===== src/design/udp_message_frame_checker_unit_defines.svh =====
// Assertion macros used by the frame checker top-level design file.
`ifndef UDP_MESSAGE_FRAME_CHECKER_UNIT_DEFINES_SVH
`define UDP_MESSAGE_FRAME_CHECKER_UNIT_DEFINES_SVH

// Same-cycle implication, disabled while reset is high.
`define UMFC_ASSERT_SAME(label, clk, rst, ante, cons, msg) \
   label: assert property (@(posedge clk) disable iff (rst) (ante) |-> (cons)) \
      else $error(msg);

// Next-cycle implication, disabled while reset is high.
`define UMFC_ASSERT_NEXT(label, clk, rst, ante, cons, msg) \
   label: assert property (@(posedge clk) disable iff (rst) (ante) |=> (cons)) \
      else $error(msg);

`endif


===== src/design/umfc_pkg.sv =====
// Types and constants shared by the message frame checker modules.
package umfc_pkg;

   localparam int HEADER_BYTES = 14;
   localparam int POS_WIDTH = 16;
   localparam logic [POS_WIDTH-1:0] POS_MAX = '1;
   localparam logic [POS_WIDTH-1:0] MIN_FRAME_BYTES = POS_WIDTH'(HEADER_BYTES + 1);
   localparam logic [31:0] ID_INVALID = '1;

   localparam logic KIND_PAYLOAD = 1'b0;
   localparam logic KIND_VERDICT = 1'b1;

   typedef enum logic [2:0] {
      STATUS_OK            = 3'd0,
      STATUS_SHORT         = 3'd1,
      STATUS_BAD_ID        = 3'd2,
      STATUS_SIZE_MISMATCH = 3'd3,
      STATUS_BAD_END       = 3'd4,
      STATUS_ZERO_ADDRESS  = 3'd5
   } status_type;

   typedef struct packed {
      logic [7:0] data_byte;
      logic       frame_end;
   } req_payload_type;

   typedef struct packed {
      logic               kind;
      logic [7:0]         payload_byte;
      logic signed [31:0] message_id;
      logic [15:0]        size_field;
      logic [31:0]        ip_address;
      logic signed [31:0] port_number;
      logic [2:0]         status;
   } rsp_payload_type;

   typedef struct packed {
      logic [POS_WIDTH-1:0] position;
      logic [31:0]          message_id;
      logic [15:0]          size_field;
      logic [31:0]          ip_address;
      logic [31:0]          port_number;
   } frame_state_type;

endpackage


===== src/design/udp_message_frame_checker_unit.sv =====
// Top level of the message frame checker: input register, result register, control register.
//
// Usage: raw frame bytes enter on the req_ channel, one transaction per byte,
// with frame_end set on the last byte of each frame. The first fourteen bytes
// of a frame are header and give no result unless one is the last. Every later
// byte that is not the last is returned on the rsp_ channel as a payload
// transaction; the last byte returns one verdict transaction with the header
// fields and status. The user writes the expected end marker through
// csr_write_enable/csr_write_data while no frame byte is in flight; the block
// itself does not enforce this. An accepted byte passes the input register,
// then the result register. While req_stall is low a byte is taken every cycle;
// the rate is set by the single pass from the input register through the
// position counter and verdict logic into the result register. Reset clears the
// position counter, captured header fields, end marker and both valid flags.
// Under rsp_stall with rsp_valid set the result register holds; a byte with a
// result waits in the input register, raising req_stall; header bytes drain.
`include "udp_message_frame_checker_unit_defines.svh"
module udp_message_frame_checker_unit
   import umfc_pkg::*;
(
   input  logic            clock,
   input  logic            reset,
   input  logic            req_valid,
   output logic            req_stall,
   input  req_payload_type req_payload,
   output logic            rsp_valid,
   input  logic            rsp_stall,
   output rsp_payload_type rsp_payload,
   input  logic            csr_write_enable,
   input  logic [7:0]      csr_write_data
);

   logic            in_valid_ff;
   logic            in_valid_in;
   req_payload_type in_payload_ff;
   logic            rsp_valid_ff;
   logic            rsp_valid_in;
   rsp_payload_type rsp_payload_ff;
   logic [7:0]      end_marker_ff;
   logic [7:0]      end_marker_in;

   frame_state_type merged;
   rsp_payload_type result;
   logic            has_result;
   logic            out_free;
   logic            advance;

   assign out_free  = !rsp_valid_ff || !rsp_stall;
   assign advance   = in_valid_ff && (!has_result || out_free);
   assign req_stall = in_valid_ff && !advance;

   umfc_frame_state u_frame_state (
      .clock   (clock),
      .reset   (reset),
      .advance (advance),
      .item    (in_payload_ff),
      .merged  (merged)
   );

   umfc_verdict u_verdict (
      .merged     (merged),
      .item       (in_payload_ff),
      .end_marker (end_marker_ff),
      .has_result (has_result),
      .result     (result)
   );

   always_comb begin
      in_valid_in = in_valid_ff;
      if (!req_stall) begin
         in_valid_in = req_valid;
      end
      rsp_valid_in = rsp_valid_ff;
      if (out_free) begin
         rsp_valid_in = advance && has_result;
      end
      end_marker_in = csr_write_enable ? csr_write_data : end_marker_ff;
   end

   always_ff @(posedge clock) begin
      if (reset) begin
         in_valid_ff   <= 1'b0;
         rsp_valid_ff  <= 1'b0;
         end_marker_ff <= '0;
      end else begin
         in_valid_ff   <= in_valid_in;
         rsp_valid_ff  <= rsp_valid_in;
         end_marker_ff <= end_marker_in;
      end
   end

   always_ff @(posedge clock) begin
      if (req_valid && !req_stall) begin
         in_payload_ff <= req_payload;
      end
      if (out_free && advance && has_result) begin
         rsp_payload_ff <= result;
      end
   end

   assign rsp_valid   = rsp_valid_ff;
   assign rsp_payload = rsp_payload_ff;

   `UMFC_ASSERT_SAME(a_stall_needs_item, clock, reset, !in_valid_ff, !req_stall, "stall without a held byte")
   `UMFC_ASSERT_NEXT(a_frame_end_clears, clock, reset, advance && in_payload_ff.frame_end, merged.position == '0, "position not cleared after frame end")
   `UMFC_ASSERT_SAME(a_payload_fields_zero, clock, reset, rsp_valid_ff && (rsp_payload_ff.kind == KIND_PAYLOAD), (rsp_payload_ff.status == '0) && (rsp_payload_ff.size_field == '0), "payload result carries verdict fields")
   `UMFC_ASSERT_SAME(a_ok_frame_long_enough, clock, reset, rsp_valid_ff && (rsp_payload_ff.kind == KIND_VERDICT) && (rsp_payload_ff.status == STATUS_OK), rsp_payload_ff.size_field >= MIN_FRAME_BYTES, "accepted frame shorter than minimum")

endmodule


===== src/design/umfc_frame_state.sv =====
// Byte position counter and header capture registers for the current frame.
module umfc_frame_state
   import umfc_pkg::*;
(
   input  logic            clock,
   input  logic            reset,
   input  logic            advance,
   input  req_payload_type item,
   output frame_state_type merged
);

   frame_state_type state_ff;
   frame_state_type state_in;

   // Current state with the incoming byte already placed in its header slot.
   always_comb begin
      merged = state_ff;
      if (state_ff.position < POS_WIDTH'(HEADER_BYTES)) begin
         unique case (state_ff.position[3:0])
            4'd0:  merged.message_id[7:0]   = item.data_byte;
            4'd1:  merged.message_id[15:8]  = item.data_byte;
            4'd2:  merged.message_id[23:16] = item.data_byte;
            4'd3:  merged.message_id[31:24] = item.data_byte;
            4'd4:  merged.size_field[7:0]   = item.data_byte;
            4'd5:  merged.size_field[15:8]  = item.data_byte;
            4'd6:  merged.ip_address[31:24] = item.data_byte;
            4'd7:  merged.ip_address[23:16] = item.data_byte;
            4'd8:  merged.ip_address[15:8]  = item.data_byte;
            4'd9:  merged.ip_address[7:0]   = item.data_byte;
            4'd10: merged.port_number[7:0]   = item.data_byte;
            4'd11: merged.port_number[15:8]  = item.data_byte;
            4'd12: merged.port_number[23:16] = item.data_byte;
            4'd13: merged.port_number[31:24] = item.data_byte;
            default: merged = state_ff;
         endcase
      end
   end

   always_comb begin
      state_in = state_ff;
      if (advance) begin
         if (item.frame_end) begin
            state_in = '0;
         end else begin
            state_in = merged;
            if (state_ff.position != POS_MAX) begin
               state_in.position = state_ff.position + 1'b1;
            end
         end
      end
   end

   always_ff @(posedge clock) begin
      if (reset) begin
         state_ff <= '0;
      end else begin
         state_ff <= state_in;
      end
   end

endmodule


===== src/design/umfc_verdict.sv =====
// Result formation: payload pass-through and the prioritised frame verdict.
module umfc_verdict
   import umfc_pkg::*;
(
   input  frame_state_type merged,
   input  req_payload_type item,
   input  logic [7:0]      end_marker,
   output logic            has_result,
   output rsp_payload_type result
);

   logic [POS_WIDTH-1:0] byte_count;
   status_type           status;

   assign byte_count = (merged.position == POS_MAX) ? POS_MAX : merged.position + 1'b1;

   always_comb begin
      priority if (byte_count < MIN_FRAME_BYTES) begin
         status = STATUS_SHORT;
      end else if (merged.message_id == ID_INVALID) begin
         status = STATUS_BAD_ID;
      end else if (merged.size_field != byte_count) begin
         status = STATUS_SIZE_MISMATCH;
      end else if (item.data_byte != end_marker) begin
         status = STATUS_BAD_END;
      end else if (merged.ip_address == '0) begin
         status = STATUS_ZERO_ADDRESS;
      end else begin
         status = STATUS_OK;
      end
   end

   assign has_result = item.frame_end || (merged.position >= POS_WIDTH'(HEADER_BYTES));

   always_comb begin
      result = '0;
      if (item.frame_end) begin
         result.kind        = KIND_VERDICT;
         result.message_id  = signed'(merged.message_id);
         result.size_field  = merged.size_field;
         result.ip_address  = merged.ip_address;
         result.port_number = signed'(merged.port_number);
         result.status      = status;
      end else begin
         result.kind         = KIND_PAYLOAD;
         result.payload_byte = item.data_byte;
      end
   end

endmodule


===== config.mk =====
export PLATFORM = sky130hd
export DESIGN_NAME = udp_message_frame_checker_unit
export DESIGN_NICKNAME = d
export VERILOG_FILES = /design/src/design/umfc_pkg.sv /design/src/design/udp_message_frame_checker_unit.sv /design/src/design/umfc_frame_state.sv /design/src/design/umfc_verdict.sv
export VERILOG_INCLUDE_DIRS = /design/src /design/src/design
export SDC_FILE = /design/constraint.sdc
export NUM_CORES = 1
export LEC_CHECK = 0
export BUFFER_PORTS_ARGS = -buffer_cell sky130_fd_sc_hd__buf_4
export CORE_MARGIN = 5
export CORE_UTILIZATION = 35
export DETAILED_ROUTE_END_ITERATION = 10
export HOLD_SLACK_MARGIN = 0.12
export PLACE_DENSITY_LB_ADDON = 0.3
export SYNTH_ARGS = -nofsm -noshare
export SYNTH_HDL_FRONTEND = slang
export SYNTH_SLANG_ARGS = --single-unit

===== constraint.sdc =====
create_clock -name clock -period 9.5 [get_ports clock]
set_input_delay 0 -clock clock [delete_from_list [all_inputs] [get_ports clock]]
set_output_delay 0 -clock clock [all_outputs]
set_load 0.05 [all_outputs]

# [Yosys cells after proc, flatten, opt, wreduce, memory -nomap -nowiden]
# Index checks and enable logic that the tools add are counted.
[totals] ff_bits=271 inputBits=22 out_inout_bits=126 elab_cells=85
[classes] n_addsub=2 n_lt_le_gt_ge=3 n_eq_ne=18 mux=24 n_bitwise=1 n_reduce_logical=18
[op_table] operator="128-bit 2-to-1 mux" count=1
[op_table] operator="112-bit 2-to-1 mux" count=1
[op_table] operator="8-bit 2-to-1 mux" count=14
[op_table] operator="16-bit by 1-bit adder with 16-bit output, second input constant" count=2
[op_table] operator="32-bit equality test, second input constant" count=1
[op_table] operator="32-bit zero test" count=1
[op_table] operator="16-bit by 4-bit < comparator with 1-bit output, second input constant" count=2
[op_table] operator="16-bit 2-to-1 mux" count=2
[op_table] operator="4-bit equality test, second input constant" count=6
[op_table] operator="16-bit equality test, second input constant" count=1
[op_table] operator="4-bit by 3-bit equality test with 1-bit output, second input constant" count=4
[op_table] operator="16-bit by 4-bit greater-or-equal comparator with 1-bit output, second input constant" count=1
[op_table] operator="16-bit != test" count=1
[op_table] operator="16-bit != test, second input constant" count=1
[op_table] operator="4-bit by 2-bit equality test with 1-bit output, second input constant" count=2
[op_table] operator="8-bit != test" count=1
[op_table] operator="1-bit logical AND" count=6
[op_table] operator="3-bit 2-to-1 mux" count=2
[op_table] operator="1-bit zero test" count=5
[op_table] operator="4-bit by 1-bit equality test with 1-bit output, second input constant" count=1
[op_table] operator="4-bit zero test" count=1
[op_table] operator="2-bit 2-to-1 mux" count=2
[op_table] operator="4-bit OR reduction" count=1
[op_table] operator="1-bit logical OR" count=3
[op_table] operator="other kinds (3)" count=4

# [Depth between registers and ports, before layout]
[logic_depth] ltp_word=9 mapped_depth=12 mapped_depth_nobuf=10

# [Hierarchy]
# A second synthesis with hierarchy kept.
[unflattened] hier_cells=1130 hier_area_um2=12978.7
[by_module_without_submodules] module="umfc_frame_state" n_inst=1 cells_per_inst=643 area_each_um2=6471.2 seq_area_each_um2=2562.5
[by_module_without_submodules] module="udp_message_frame_checker_unit" n_inst=1 cells_per_inst=172 area_each_um2=4372.9 seq_area_each_um2=4194.0
[by_module_without_submodules] module="umfc_verdict" n_inst=1 cells_per_inst=315 area_each_um2=2134.5 seq_area_each_um2=0.0

# [Least setup slack after synthesis]
# OpenSTA, ideal clock, no wires.
[synth_path] path_type="flip-flop to flip-flop" start="register u_frame_state.state_ff[123] in the netlist's numbering" end="register rsp_payload_ff, in the netlist rsp_payload[0] (enable)" setup_time_ns=0.609 t_arrival_ns=6.794 required_ns=8.891 path_slack_ns=2.097 stages_incl_launch_ff=8 path_buffers=2 period_less_slack_ns=7.403 cell_sequence="dfxtp_1 -> buf_4 -> nor4_4 -> nand3_1 -> nor3_2 -> o21ai_1 -> clkbuf_1 -> nor2_1"
[synth_via] elab_chain_len=7
[synth_lines] item="start, declared" line_no="umfc_frame_state.sv:12" text="frame_state_type state_ff;"
[synth_lines] item="start signal, assigned" line_no="umfc_frame_state.sv:57" text="state_ff <= state_in;"
[synth_lines] item="16-bit by 4-bit greater-or-equal comparator with 1-bit output *" line_no="umfc_verdict.sv:33" text="assign has_result = item.frame_end || (merged.position >= POS_WIDTH'(HEADER_BYTES));"
[synth_lines] item="1-bit logical OR *" line_no="umfc_verdict.sv:33"
[synth_lines] item="1-bit zero test" line_no="udp_message_frame_checker_unit.sv:49" text="assign advance = in_valid_ff && (!has_result || out_free);"
[synth_lines] item="1-bit logical OR" line_no="udp_message_frame_checker_unit.sv:49"
[synth_lines] item="1-bit logical AND" line_no="udp_message_frame_checker_unit.sv:49"
[synth_lines] item="1-bit logical AND" line_no="udp_message_frame_checker_unit.sv:96" text="if (out_free && advance && has_result) begin"
[synth_lines] item="1-bit logical AND *" line_no="udp_message_frame_checker_unit.sv:96"
[synth_lines] item="end signal, assigned" line_no="udp_message_frame_checker_unit.sv:97" text="rsp_payload_ff <= result;"
[synth_lines] item="end, declared" line_no="udp_message_frame_checker_unit.sv:38" text="rsp_payload_type rsp_payload_ff;"
# Mark *: on every way between the ends. The rest lies on a longest branch, timed or not.
# A chain may end at the register's enable or synchronous reset.

# [Worst setup path after layout]
[layout_path] start="register u_frame_state.state_ff[116] in the netlist's numbering" end="register rsp_payload_ff, in the netlist rsp_payload[0], data pin"
[layout_via] elab_chain_len=8 word_cells_on_any_way=14 cone_classes="add/sub: 1; order compare: 2; eq/ne: 3; mux: 7; reduce/logical: 1"
[layout_lines] item="16-bit by 4-bit < comparator with 1-bit output" line_no="umfc_frame_state.sv:18" text="if (state_ff.position < POS_WIDTH'(HEADER_BYTES)) begin"
[layout_lines] item="112-bit 2-to-1 mux" line_no="umfc_frame_state.sv:18"
[layout_lines] item="32-bit zero test" line_no="umfc_verdict.sv:26" text="end else if (merged.ip_address == '0) begin"
[layout_lines] item="3-bit 2-to-1 mux" line_no="umfc_verdict.sv:26"
[layout_lines] item="3-bit 2-to-1 mux" line_no="umfc_verdict.sv:24" text="end else if (item.data_byte != end_marker) begin"
[layout_lines] item="2-bit 2-to-1 mux" line_no="umfc_verdict.sv:22" text="end else if (merged.size_field != byte_count) begin"
[layout_lines] item="2-bit 2-to-1 mux" line_no="umfc_verdict.sv:20" text="end else if (merged.message_id == ID_INVALID) begin"
[layout_lines] item="1-bit 2-to-1 mux *" line_no="umfc_verdict.sv:18" text="priority if (byte_count < MIN_FRAME_BYTES) begin"
# Marked as above.

==> results_dict.tcl <==
set metrics [dict create \
    synth_seq_cells 271 \
    dr.first_iter.drc_count 1010 \
    drv_slew 0 \
    cts_buffers 30 \
    insertion_delay_ns 0.55 \
    worstMarginPinSlew_ns 1.22 \
    drc 0 \
    drive_gt1_frac 0.155 \
    grt_usage 0.189 \
    fmax_mhz 258 \
    grt_pass1_wl_mm 59.3 \
    ant_nets 0 \
    clockBufferDepth 3 \
    end_kind "flop" \
    dieArea_sq_um 39900 \
    finalCritPeriodShare 0.407 \
    cp.required_ns 9.91 \
    fin_util 0.433 \
    cts_root_buf "clkbuf_16" \
    gp_congestion 0.894 \
    status "finished clean" \
    yosysWarnings 0 \
    synth_edf_count 133 \
    synth-seq-area-share 0.536 \
    cts_sinks 271 \
    max-vdd-ir-drop_v 0.000134 \
    stdcell_area_sq_um 15400 \
    hold_buffers 39 \
    cts_tree "yes" \
    syn-instance-count 1321 \
    die_y_um 200 \
    skew_ns 0.00819 \
    post-cts-setup-buffers 0 \
    first_pass_iters 6 \
    diodes 0 \
    nets 1489 \
    hold_path.class "in2reg" \
    viasPerCell 5.45 \
    setup_viol 0 \
    worstPathMaxFanout 11 \
    syn_to_final_growth_pct 22.1 \
    fp-row-count 69 \
    leakagePower_nw 5.38 \
    synth_flop_cell "dfxtp_1" \
    synth_area_sq_um 12600 \
    place_hpwl_mm 25.2 \
    die_width_um 200 \
    io_pins 148 \
    totalNegativeSetupSlack_ns 0 \
    h-tree-depth 1 \
    finalHoldViolCount 0 \
    vias 10600 \
    async_reset_ff_frac 0 \
    first_global_vias 10000 \
    gr-total-overflow 0 \
    period_needed_ns 3.87 \
    ctsResizeCount 0 \
    initial_utilization 0.355 \
    crit_arrival_ns 4.28 \
    wl_per_cell_um 20.1 \
    clkSlewWorstSetupHoldPaths_ns 0.06 \
    final_cell_mix "nand2_1, nor2_1, buf_4, dfxtp_1, edfxtp_1" \
    io_buffers 147 \
    synth_fp_nets 1347 \
    antenna_found_initial 0 \
    cp-start-kind "flop" \
    slew_headroom 0.180 \
    avgSynthCellArea_sq_um 9.55 \
    core_sq_um 35600 \
    wirelength_mm 39.1 \
    rsz0062_at_grt "no" \
    powerDensity_nw_per_um2 166 \
    layout_commonest_cell "nand2_1" \
    post_dp_cell_area_sq_um 14100 \
    yosysUniqueCellTypes 55 \
    grt_max_degree 154 \
    max-cap-violations 0 \
    worstSetupPathType "reg2reg" \
]
## path summary, 6_finish.rpt
path	startpoint	to	slack, ns	depth (start not counted)
worst min register to register	u_frame_state.state_ff[68]$_SDFFE_PP0P_	u_frame_state.state_ff[68]$_SDFFE_PP0P_	0.49	2
worst min-delay path	req_payload[3]	in_payload_ff[3]$_DFFE_PP_	0.16	2
worst max-delay path	u_frame_state.state_ff[116]$_SDFFE_PP0P_	rsp_payload[0]$_SDFFCE_PN0P_	5.63	8
worst max register to register	u_frame_state.state_ff[116]$_SDFFE_PP0P_	rsp_payload[0]$_SDFFCE_PN0P_	5.63	8
## per-stage QoR
stage | instances | hold slack [ns] | setup slack [ns] | power (mW)
floorplan | 1321 | 0.0989 | 2.10 | 1.39
global placement | 1853 | 0.180 | 5.77 | 1.46
detailed placement | 1853 | 0.181 | 5.68 | 1.46
CTS | 1948 | 0.141 | 5.68 | 2.58
global route | 1948 | 0.154 | 5.37 | 2.64
finish | 1948 | 0.160 | 5.63 | 2.55
## cells in the mapped netlist (all sizes together), types with 18 or more instances
master,count,area [sq um]
nand4,21,131
o21ai,39,195
clkbuf,77,289
nand3,25,125
nand2,229,860
dfxtp,138,2760
edfxtp,133,3990
nor2b,23,144
buf,20,133
nor4,27,235
mux2i,30,300
nor2,177,664
nor3,24,125
a21boi,97,728
xor2,18,158
a21oi,29,145
a22oi,114,856
## worst max-delay path, stage by stage, from the launching register on
cell	delay, ns
dfxtp_1	0.42
or4_1	0.69
nor3_1	0.81
nand3_1	0.58
nor3_1	0.26
o21ai_0	0.16
nor4_1	0.52
nor3_1	0.13
a21oi_1	0.16
## registers in the layout (all words and copies together), names as in the netlist
name                    cells
rsp_payload               124
u_frame_state.state_ff    128
in_payload_ff               9
in_valid_ff                 1
end_marker_ff               8
rsp_valid                   1
## metal layers
| layer | GRT usage | share of wire | vias to the layer above |
|---|---|---|---|
| met1 | 0.259 | 0.43 | 5110 |
| met2 | 0.309 | 0.47 | 439 |
| met5 | 0 | 0 | - |
| met3 | 0.0440 | 0.087 | 49 |
| li1 | - | - | 5018 |
| met4 | 0.0405 | 0.016 | 0 |
## cell families (layout without fill, tap and decap cells)
group | after synthesis | after routing | share of synthesized area
AND/OR/NAND/NOR | 577 | 577 | 0.211
AO/OA/AOI/OAI | 300 | 300 | 0.166
flip-flops | 271 | 271 | 0.536
buffers and inverters | 105 | 271 | 0.0358
XOR/XNOR | 32 | 32 | 0.0222
multiplexers | 32 | 32 | 0.0256
adder cells (fa/ha/maj) | 4 | 4 | 0.00397
## cell type report
class,instances,area (sq um)
multi-input combinational,945,5420
tap,461,577
clock buffer,38,822
clock inverter,18,119
sequential,271,6760
fill,3510,20200
inverter,8,30.0
timing repair buffer,207,1660
## power breakdown
part           leakage [nW]  internal (mW)  switching [mW]
clock                 0.467          0.637           0.470
combinational          2.50         0.0563           0.138
sequential             2.41           1.24          0.0116
(Power assumes the default switching activity.)
